**config.mk**
```make
export PLATFORM = sky130hd
export DESIGN_NAME = stun_allocate_response_parser_unit
export DESIGN_NICKNAME = d
export VERILOG_FILES = /design/src/design/stunap_pkg.sv /design/src/design/stun_allocate_response_parser_unit.sv /design/src/design/stunap_parser.sv /design/src/design/stunap_result_reg.sv
export SDC_FILE = /design/constraint.sdc
export NUM_CORES = 1
export LEC_CHECK = 0
export BUFFER_PORTS_ARGS = -buffer_cell sky130_fd_sc_hd__buf_4
export CELL_PAD_IN_SITES_DETAIL_PLACEMENT = 1
export CELL_PAD_IN_SITES_GLOBAL_PLACEMENT = 1
export CORE_MARGIN = 1.5
export CORE_UTILIZATION = 44
export DETAILED_ROUTE_END_ITERATION = 8
export PLACE_DENSITY_LB_ADDON = 0.1
export RECOVER_POWER = 50
export SYNTH_ARGS = -nofsm -noshare
export SYNTH_HDL_FRONTEND = slang
export SYNTH_HIERARCHICAL = 1
export SYNTH_SLANG_ARGS = --single-unit
```
**constraint.sdc**
```tcl
create_clock -name clk -period 6.9 [get_ports clk]
set_input_delay 0.345 -clock clk [delete_from_list [all_inputs] [get_ports clk]]
set_output_delay 0.345 -clock clk [all_outputs]
set_load 0.05 [all_outputs]
```
**src/design/stunap_pkg.sv**
```systemverilog
`default_nettype none
package stunap_pkg;

    // Receive buffer size; bytes beyond it are dropped
    localparam int MAX_MESSAGE_BYTES = 2048;
    localparam int IDX_W             = $clog2(MAX_MESSAGE_BYTES + 1);

    localparam logic [IDX_W-1:0] MAX_IDX    = IDX_W'(MAX_MESSAGE_BYTES);
    localparam logic [IDX_W-1:0] HDR_LAST   = IDX_W'(19);
    localparam logic [16:0]      HDR_BYTES  = 17'd20;

    localparam logic [31:0] STUN_COOKIE    = 32'h2112A442;
    localparam logic [15:0] TYPE_ALLOC_OK  = 16'h0103;
    localparam logic [15:0] ATTR_ERROR     = 16'h0009;
    localparam logic [15:0] ATTR_LIFE      = 16'h000D;
    localparam logic [15:0] ATTR_RELAY     = 16'h0016;
    localparam logic [15:0] ATTR_MAPPED    = 16'h0020;
    localparam logic [7:0]  FAMILY_V4      = 8'h01;
    localparam logic [9:0]  ERR_CLASS_MULT = 10'd100;

    typedef enum logic [3:0] {
        PH_HEADER   = 4'b0001,
        PH_ATTR_HDR = 4'b0010,
        PH_VALUE    = 4'b0100,
        PH_STOP     = 4'b1000
    } phase_t;

    typedef struct packed {
        logic [15:0] message_type;
        logic        error_present;
        logic [9:0]  error_code;
        logic        relay_found;
        logic [31:0] relay_addr;
        logic [15:0] relay_udp_port;
        logic        mapped_found;
        logic [31:0] mapped_addr;
        logic [15:0] mapped_udp_port;
        logic        lifetime_found;
        logic [31:0] lifetime_secs;
        logic        allocate_ok;
    } result_t;

endpackage
`default_nettype wire

```
**src/design/stun_allocate_response_parser_unit.sv**
```systemverilog
`default_nettype none
// STUN/TURN allocate response parser.
// Input channel (in_valid/in_ready): one message byte per transfer, with
// last_byte set on the final byte of the datagram.
// Output channel (out_valid/out_ready): one summary per datagram, issued for
// the transfer that carries last_byte; no output for any other byte.
// Throughput: one byte per cycle, except while a last byte waits for the
// output register. Each byte lands in an input register and is parsed
// from there against the running header/attribute state; the summary is
// registered, so out_valid rises once the last byte has left the input register.
// A stalled summary holds the output register; bytes of the next datagram
// keep flowing until a second last byte needs the output register, which
// then holds in_ready low until the pending summary transfers.
// Reset: asynchronous, active low; clears the parse state apart from the
// value byte buffer, and both valid flags. The parser also clears itself after every last byte.
// Bytes past the receive buffer size are dropped, but a last byte still
// closes the datagram.
module stun_allocate_response_parser_unit
    import stunap_pkg::*;
(
    input  wire logic        clk,
    input  wire logic        rst_n,
    input  wire logic        in_valid,
    output logic             in_ready,
    input  wire logic [7:0]  data_byte,
    input  wire logic        last_byte,
    output logic             out_valid,
    input  wire logic        out_ready,
    output logic [15:0]      message_type,
    output logic             error_present,
    output logic [9:0]       error_code,
    output logic             relay_found,
    output logic [31:0]      relay_addr,
    output logic [15:0]      relay_udp_port,
    output logic             mapped_found,
    output logic [31:0]      mapped_addr,
    output logic [15:0]      mapped_udp_port,
    output logic             lifetime_found,
    output logic [31:0]      lifetime_secs,
    output logic             allocate_ok
);

    logic       in_valid_reg, in_valid_next;
    logic [7:0] data_reg;
    logic       last_reg;
    logic       advance;
    logic       res_load;
    result_t    res_comb;
    result_t    res_out;

    // a byte moves on unless it closes a datagram and the summary slot is full
    assign advance       = in_valid_reg && (!last_reg || !out_valid || out_ready);
    assign in_ready      = !in_valid_reg || advance;
    assign in_valid_next = (in_valid && in_ready) ? 1'b1 : (advance ? 1'b0 : in_valid_reg);

    always_ff @(posedge clk or negedge rst_n)
    begin
        if (!rst_n)
            in_valid_reg <= 1'b0;
        else
            in_valid_reg <= in_valid_next;
    end

    always_ff @(posedge clk)
    begin
        if (in_valid && in_ready)
        begin
            data_reg <= data_byte;
            last_reg <= last_byte;
        end
    end

    stunap_parser u_parser (
        .clk         (clk),
        .rst_n       (rst_n),
        .step        (advance),
        .data_byte   (data_reg),
        .last_byte   (last_reg),
        .result      (res_comb),
        .result_load (res_load)
    );

    stunap_result_reg u_result (
        .clk        (clk),
        .rst_n      (rst_n),
        .load       (res_load),
        .result_in  (res_comb),
        .out_ready  (out_ready),
        .out_valid  (out_valid),
        .result_out (res_out)
    );

    assign message_type    = res_out.message_type;
    assign error_present   = res_out.error_present;
    assign error_code      = res_out.error_code;
    assign relay_found     = res_out.relay_found;
    assign relay_addr      = res_out.relay_addr;
    assign relay_udp_port  = res_out.relay_udp_port;
    assign mapped_found    = res_out.mapped_found;
    assign mapped_addr     = res_out.mapped_addr;
    assign mapped_udp_port = res_out.mapped_udp_port;
    assign lifetime_found  = res_out.lifetime_found;
    assign lifetime_secs   = res_out.lifetime_secs;
    assign allocate_ok     = res_out.allocate_ok;

endmodule
`default_nettype wire

```
**src/design/stunap_parser.sv**
```systemverilog
`default_nettype none
module stunap_parser
    import stunap_pkg::*;
(
    input  wire logic       clk,
    input  wire logic       rst_n,
    input  wire logic       step,
    input  wire logic [7:0] data_byte,
    input  wire logic       last_byte,
    output result_t         result,
    output logic            result_load
);

    logic [IDX_W-1:0] idx_reg, idx_next;
    logic [15:0]      htype_reg, htype_next;
    logic [15:0]      hlen_reg, hlen_next;
    phase_t           phase_reg, phase_next;
    logic [15:0]      rtype_reg, rtype_next;
    logic [15:0]      rlen_reg, rlen_next;
    logic [IDX_W-1:0] pos_reg, pos_next;
    logic [7:0]       val_reg [8];
    logic [7:0]       val_next [8];

    logic             err_found_reg, err_found_next;
    logic [9:0]       err_code_reg, err_code_next;
    logic             life_found_reg, life_found_next;
    logic [31:0]      life_reg, life_next;
    logic             relay_found_reg, relay_found_next;
    logic [31:0]      relay_addr_reg, relay_addr_next;
    logic [15:0]      relay_udp_port_reg, relay_udp_port_next;
    logic             mapped_found_reg, mapped_found_next;
    logic [31:0]      mapped_addr_reg, mapped_addr_next;
    logic [15:0]      mapped_udp_port_reg, mapped_udp_port_next;

    logic             take;
    logic [16:0]      end_lim;
    logic [16:0]      idx_ext;
    logic             in_body;
    logic [15:0]      rlen_full;
    logic [16:0]      pos_inc;
    logic [16:0]      padded_len;
    logic             pos_low;
    logic [7:0]       eff [8];
    logic [15:0]      mtype;

    assign take       = step && (idx_reg < MAX_IDX);
    assign end_lim    = HDR_BYTES + {1'b0, hlen_reg};
    assign idx_ext    = {{(17-IDX_W){1'b0}}, idx_reg};
    assign in_body    = idx_ext < end_lim;
    assign rlen_full  = {rlen_reg[15:8], data_byte};
    assign pos_inc    = {{(17-IDX_W){1'b0}}, pos_reg} + 17'd1;
    assign padded_len = ({1'b0, rlen_reg} + 17'd3) & ~17'd3;
    assign pos_low    = pos_reg < IDX_W'(8);

    // value bytes as they stand with the current byte merged in
    always_comb
    begin
        for (int k = 0; k < 8; k++)
        begin
            eff[k] = (pos_low && (pos_reg[2:0] == 3'(k))) ? data_byte : val_reg[k];
        end
    end

    always_comb
    begin
        idx_next             = idx_reg;
        htype_next           = htype_reg;
        hlen_next            = hlen_reg;
        phase_next           = phase_reg;
        rtype_next           = rtype_reg;
        rlen_next            = rlen_reg;
        pos_next             = pos_reg;
        val_next             = val_reg;
        err_found_next       = err_found_reg;
        err_code_next        = err_code_reg;
        life_found_next      = life_found_reg;
        life_next            = life_reg;
        relay_found_next     = relay_found_reg;
        relay_addr_next      = relay_addr_reg;
        relay_udp_port_next  = relay_udp_port_reg;
        mapped_found_next    = mapped_found_reg;
        mapped_addr_next     = mapped_addr_reg;
        mapped_udp_port_next = mapped_udp_port_reg;

        if (take)
        begin
            idx_next = idx_reg + IDX_W'(1);
            unique case (phase_reg)
                PH_HEADER:
                begin
                    if (idx_reg == IDX_W'(0))      htype_next[15:8] = data_byte;
                    else if (idx_reg == IDX_W'(1)) htype_next[7:0]  = data_byte;
                    else if (idx_reg == IDX_W'(2)) hlen_next[15:8]  = data_byte;
                    else if (idx_reg == IDX_W'(3)) hlen_next[7:0]   = data_byte;
                    if (idx_reg == HDR_LAST)
                    begin
                        phase_next = PH_ATTR_HDR;
                        pos_next   = '0;
                    end
                end
                PH_ATTR_HDR:
                begin
                    if (in_body)
                    begin
                        if (pos_reg == IDX_W'(0))      rtype_next[15:8] = data_byte;
                        else if (pos_reg == IDX_W'(1)) rtype_next[7:0]  = data_byte;
                        else if (pos_reg == IDX_W'(2)) rlen_next[15:8]  = data_byte;
                        else                           rlen_next[7:0]   = data_byte;
                        pos_next = pos_reg + IDX_W'(1);
                        if (pos_reg == IDX_W'(3))
                        begin
                            pos_next = '0;
                            // record must fit inside the declared length
                            if (idx_ext + 17'd1 + {1'b0, rlen_full} > end_lim)
                                phase_next = PH_STOP;
                            else if (rlen_full != 16'd0)
                                phase_next = PH_VALUE;
                        end
                    end
                end
                PH_VALUE:
                begin
                    if (in_body)
                    begin
                        if (pos_low)
                            val_next[pos_reg[2:0]] = data_byte;
                        if (pos_inc == {1'b0, rlen_reg} && rlen_reg >= 16'd4)
                        begin
                            if (rtype_reg == ATTR_ERROR)
                            begin
                                if (!err_found_reg)
                                begin
                                    err_found_next = 1'b1;
                                    err_code_next  = 10'(eff[2][2:0]) * ERR_CLASS_MULT
                                                   + 10'(eff[3]);
                                end
                            end
                            else if (rtype_reg == ATTR_LIFE)
                            begin
                                life_found_next = 1'b1;
                                life_next       = {eff[0], eff[1], eff[2], eff[3]};
                            end
                            else if (rlen_reg >= 16'd8 && eff[1] == FAMILY_V4)
                            begin
                                if (rtype_reg == ATTR_RELAY)
                                begin
                                    relay_found_next    = 1'b1;
                                    relay_udp_port_next = {eff[2], eff[3]}
                                                        ^ STUN_COOKIE[31:16];
                                    relay_addr_next     = {eff[4], eff[5], eff[6], eff[7]}
                                                        ^ STUN_COOKIE;
                                end
                                else if (rtype_reg == ATTR_MAPPED)
                                begin
                                    mapped_found_next    = 1'b1;
                                    mapped_udp_port_next = {eff[2], eff[3]}
                                                         ^ STUN_COOKIE[31:16];
                                    mapped_addr_next     = {eff[4], eff[5], eff[6], eff[7]}
                                                         ^ STUN_COOKIE;
                                end
                            end
                        end
                        pos_next = pos_inc[IDX_W-1:0];
                        if (pos_inc >= padded_len)
                        begin
                            phase_next = PH_ATTR_HDR;
                            pos_next   = '0;
                        end
                    end
                end
                PH_STOP:
                begin
                end
                default:
                begin
                    phase_next = PH_STOP;
                end
            endcase
        end

        mtype = (phase_next == PH_HEADER) ? 16'd0 : htype_next;

        result.message_type    = mtype;
        result.error_present   = err_found_next;
        result.error_code      = err_code_next;
        result.relay_found     = relay_found_next;
        result.relay_addr      = relay_addr_next;
        result.relay_udp_port  = relay_udp_port_next;
        result.mapped_found    = mapped_found_next;
        result.mapped_addr     = mapped_addr_next;
        result.mapped_udp_port = mapped_udp_port_next;
        result.lifetime_found  = life_found_next;
        result.lifetime_secs   = life_next;
        result.allocate_ok     = (mtype == TYPE_ALLOC_OK) && relay_found_next;

        result_load = step && last_byte;

        // end of datagram: start over for the next message
        if (result_load)
        begin
            idx_next             = '0;
            htype_next           = '0;
            hlen_next            = '0;
            phase_next           = PH_HEADER;
            rtype_next           = '0;
            rlen_next            = '0;
            pos_next             = '0;
            err_found_next       = 1'b0;
            err_code_next        = '0;
            life_found_next      = 1'b0;
            life_next            = '0;
            relay_found_next     = 1'b0;
            relay_addr_next      = '0;
            relay_udp_port_next  = '0;
            mapped_found_next    = 1'b0;
            mapped_addr_next     = '0;
            mapped_udp_port_next = '0;
        end
    end

    always_ff @(posedge clk or negedge rst_n)
    begin
        if (!rst_n)
        begin
            idx_reg             <= '0;
            htype_reg           <= '0;
            hlen_reg            <= '0;
            phase_reg           <= PH_HEADER;
            rtype_reg           <= '0;
            rlen_reg            <= '0;
            pos_reg             <= '0;
            err_found_reg       <= 1'b0;
            err_code_reg        <= '0;
            life_found_reg      <= 1'b0;
            life_reg            <= '0;
            relay_found_reg     <= 1'b0;
            relay_addr_reg      <= '0;
            relay_udp_port_reg  <= '0;
            mapped_found_reg    <= 1'b0;
            mapped_addr_reg     <= '0;
            mapped_udp_port_reg <= '0;
        end
        else
        begin
            idx_reg             <= idx_next;
            htype_reg           <= htype_next;
            hlen_reg            <= hlen_next;
            phase_reg           <= phase_next;
            rtype_reg           <= rtype_next;
            rlen_reg            <= rlen_next;
            pos_reg             <= pos_next;
            err_found_reg       <= err_found_next;
            err_code_reg        <= err_code_next;
            life_found_reg      <= life_found_next;
            life_reg            <= life_next;
            relay_found_reg     <= relay_found_next;
            relay_addr_reg      <= relay_addr_next;
            relay_udp_port_reg  <= relay_udp_port_next;
            mapped_found_reg    <= mapped_found_next;
            mapped_addr_reg     <= mapped_addr_next;
            mapped_udp_port_reg <= mapped_udp_port_next;
        end
    end

    // value bytes are payload only
    always_ff @(posedge clk)
    begin
        val_reg <= val_next;
    end

`ifndef SYNTHESIS
    a_idx_bound: assert property (@(posedge clk) disable iff (!rst_n)
        idx_reg <= MAX_IDX)
        else $error("byte index beyond receive buffer");

    a_hdr_pos: assert property (@(posedge clk) disable iff (!rst_n)
        phase_reg == PH_ATTR_HDR |-> pos_reg < IDX_W'(4))
        else $error("attribute header position out of range");

    a_last_clears: assert property (@(posedge clk) disable iff (!rst_n)
        step && last_byte |=> idx_reg == '0 && phase_reg == PH_HEADER && !relay_found_reg)
        else $error("parser state not cleared after last byte");
`endif

endmodule
`default_nettype wire

```
**src/design/stunap_result_reg.sv**
```systemverilog
`default_nettype none
module stunap_result_reg
    import stunap_pkg::*;
(
    input  wire logic    clk,
    input  wire logic    rst_n,
    input  wire logic    load,
    input  wire result_t result_in,
    input  wire logic    out_ready,
    output logic         out_valid,
    output result_t      result_out
);

    logic    valid_reg, valid_next;
    result_t res_reg;

    assign valid_next = load ? 1'b1 : (out_ready ? 1'b0 : valid_reg);

    always_ff @(posedge clk or negedge rst_n)
    begin
        if (!rst_n)
            valid_reg <= 1'b0;
        else
            valid_reg <= valid_next;
    end

    always_ff @(posedge clk)
    begin
        if (load)
            res_reg <= result_in;
    end

    assign out_valid  = valid_reg;
    assign result_out = res_reg;

`ifndef SYNTHESIS
    a_alloc_needs_relay: assert property (@(posedge clk) disable iff (!rst_n)
        valid_reg && res_reg.allocate_ok |-> res_reg.relay_found)
        else $error("allocate_ok without relay address");

    a_err_zero: assert property (@(posedge clk) disable iff (!rst_n)
        valid_reg && !res_reg.error_present |-> res_reg.error_code == 10'd0)
        else $error("error code set without error attribute");

    a_no_overwrite: assert property (@(posedge clk) disable iff (!rst_n)
        load |-> !valid_reg || out_ready)
        else $error("result overwritten before transfer");
`endif

endmodule
`default_nettype wire
```
==> results by group <==
Power and ir drop
  • Pleak: 10.7 nW
  • Power density cells: 261 nW/um^2
  • VDD IR max: 196 uV

Detailed routing
  • Initial DRC Count: 923
  • Vias: 14.3k
  • Post-route ant nets: 0
  • Vias per cell: 5.40
  • Drt first pass iters: 5
  • DRC violations left: 0
  • Final WL: 58600 um
  • Routed wire per std cell: 22.2 um

Status
  • Failing checks: capacitance limit, slew limit
  • Outcome: finished, violations left

Worst setup path
  • Slowest Stage Delay on Critical Path: 660 ps
  • CP cell instances: clkbuf_1, clkinv_1, ha_1, inv_1, fa_1, a21o_1, a21oi_1, o21ai_0, nand3_1, nand3_1, o41ai_1, xnor2_1, ha_1, nand4_1, a311oi_1, o31ai_1, a21oi_1, nor3_1, a211oi_2, buf_4, nor2_1
  • WP buf/inv: 4
  • Maximum fanout along the worst path: 17
  • Crit path max-delay family: compound AO/OA/AOI/OAI gates
  • R2R Path Start: data_reg[0]
  • CP startpoint: data_reg[0]
  • R2R setup slack: 1200 ps
  • Kind of critical path: reg -> reg
  • Crit path DAT: 6030 ps
  • Setup crit end kind: flip-flop
  • Crit path required time: 7230 ps
  • Crit start category: flip-flop
  • Max stage delay cell, worst path: o41ai_1

Clock network
  • Worst skew pair latency: 610 ps
  • Clock Pin Slew Worst Setup and Hold Paths: 60 ps
  • CTS tree: built
  • CTS Buffer Depth: 3
  • Number of H-tree levels: 2
  • Inserted Clock Buffers: 51
  • Clock root buffer: clkbuf_16
  • Clock sink count: 468

Logic synthesis
  • Post-synth EDFFs: 232
  • Count leader, synth: dfrtp_1
  • Synth area leader: edfxtp_1
  • Commonest register cell after synthesis: dfrtp_1
  • Cell count after synthesis: 1764
  • Flops & latches, synth: 468
  • Register area share after synthesis: 59.1%
  • Mean Syn Cell Area: 12.3 um^2
  • Post-synth top area share: 32.0%
  • Area contributors post-synth: edfxtp_1, dfrtp_1, mux2_2, ha_1, and2_1
  • YS warnings: 6
  • Post-Syn Area: 21800 um^2
  • Post-synth net total: 1852
  • Async SR Flop Fraction: 50.4%
  • Commonest cells post-synth: dfrtp_1, edfxtp_1, nand2_1, and2_1, nor2_1
  • Unique masters post-synth: 78

Min path
  • Hold Path Class: reg -> reg
  • Hold Startpoint: u_parser/rtype_reg[13]

GRT
  • Total GRT Usage: 23.4%
  • First-pass GRT wire length: 90300 um
  • Largest net degree at the start of global routing: 108
  • Gr ovfl total: 0
  • Number of global-route vias before repair: 15.0k
  • Initial antenna violation count: 0

Timing
  • RSZ-0062 raised after global routing: no
  • Tmin final: 5700 ps
  • Hold Fails Final Rpt: 0
  • Max-slew violations: 279
  • Max Clk Rate: 176 MHz
  • Rel. slew slack: -248%
  • Final setup vio count: 0
  • Worst-Margin Slew: 5220 ps
  • Final worst-path cycle share: 82.6%
  • Skew final: 23.5 ps
  • Fin Setup TNS: 0 ps

Finish
  • FF+latch area: 12900 um^2
  • Layout net count: 2019
  • Synth-to-layout area growth: 14.0%
  • Multi-input gate area: 8260 um^2
  • Diodes inserted: 0
  • Max reg flops: 159
  • Fillers: 5150
  • Post-Layout Inst Area: 24800 um^2
  • Share of post-route cells with drive strength above 1: 13.0%

Place
  • Gpl congestion: 0.881
  • Hpwl dp: 38000 um
  • Buffers added on ports: 173
  • Dpl cell area: 23600 um^2

Run
  • MaxCap Viol Count: 8

Die
  • Area of the die: 50800 um^2
  • Core box area: 48800 um^2
  • Initial Util: 44.6%
  • Chip width: 225 um
  • Die height: 225 um
  • Top Ports: 174
  • Row Count: 81
## worst min-delay path: stages, from the launching register on
cell     delay (ps)
dfrtp_1         340
nand2_1          50
o21ai_0          60
## power by group
group | total, mW | internal [mW] | leakage (nW) | switching [mW]
Combinational | 0.594 | 0.163 | 4.32 | 0.431
Sequential | 3.09 | 3.02 | 5.56 | 0.0705
Clock | 2.81 | 1.68 | 0.844 | 1.13
Total | 6.49 | 4.86 | 10.7 | 1.63
## repair_timing
item,4_1_cts,5_1_grt
resized for setup,0,0
hold buffers,12,0
endpoints found under the hold margin,116,0
buffers inserted,0,0
## layer usage
layer | vias up | GRT usage (%) | part of all wire (%)
met1 | 7334 | 33.3 | 47
met2 | 268 | 38.0 | 47
met5 | - | 0 | 0
met4 | 0 | 4.96 | 1.5
met3 | 57 | 3.60 | 4.2
li1 | 6598 | - | -
## placed cells by master (no fill, tap or decap), drive strengths merged, types with 4 or more instances in the layout
| cell type | count |
|---|---|
| a21oi | 58 |
| nand2 | 156 |
| xor2 | 22 |
| edfxtp | 232 |
| o21bai | 4 |
| and4 | 4 |
| a211oi | 6 |
| dlygate4sd3 | 12 |
| or3 | 10 |
| nand4 | 19 |
| o31ai | 6 |
| a21o | 22 |
| a22o | 8 |
| ha | 73 |
| nor4 | 11 |
| nor3b | 9 |
| nor2b | 17 |
| xnor2 | 34 |
| buf | 15 |
| o21ai | 61 |
| and3 | 14 |
| inv | 52 |
| nand3 | 75 |
| o22ai | 6 |
| a31oi | 11 |
| mux2i | 55 |
| nor3 | 24 |
| clkbuf | 254 |
| clkinv | 14 |
| bufinv | 5 |
| mux2 | 138 |
| or4 | 7 |
| and2 | 118 |
| o2111ai | 6 |
| nand2b | 20 |
| or2 | 5 |
| dfrtp | 235 |
| nor2 | 108 |
## kinds of logic after synthesis
logic type	after synthesis	synth area share (%)
adders and majority gates	75	4.38
muxes	193	10.3
xor gates and xnor gates	58	2.47
and+or+nand+nor	611	14.5
AOI/OAI and AO/OA	215	6.20
DFF	468	59.1
buffers and inverters	144	2.97
## layout make-up
| type | count | area share, % |
|---|---|---|
| clock buffer | 76 | 5.98 |
| sequential | 468 | 51.9 |
| clock inverter | 20 | 0.958 |
| multi-input combinational | 1152 | 33.3 |
| timing repair buffer | 206 | 3.80 |
| tap | 664 | 3.35 |
| inverter | 52 | 0.816 |
## stage by stage
stage,power [mW],utilization [%],worst slack [ps],hold WS (ps),cells
after CTS,6.60,52.2,1560,422,2638
after global placement,3.75,48.4,1730,459,2530
after global routing,6.73,50.8,646,463,2638
final,6.49,50.8,1200,479,2638
after floorplan,3.53,-,242,49.4,1764
after detailed placement,3.76,48.4,1570,465,2530
## worst paths after layout
kind,endpoint,depth (start not counted)
max in group asynchronous,u_parser/relay_addr_reg[0],3
max reg2reg,u_result/result_out[154],21
min,u_parser/rtype_reg[13],2
min in group asynchronous,u_parser/htype_reg[13],2
max,u_result/result_out[154],21
min reg2reg,u_parser/rtype_reg[13],2
(Power assumes the default switching activity.)
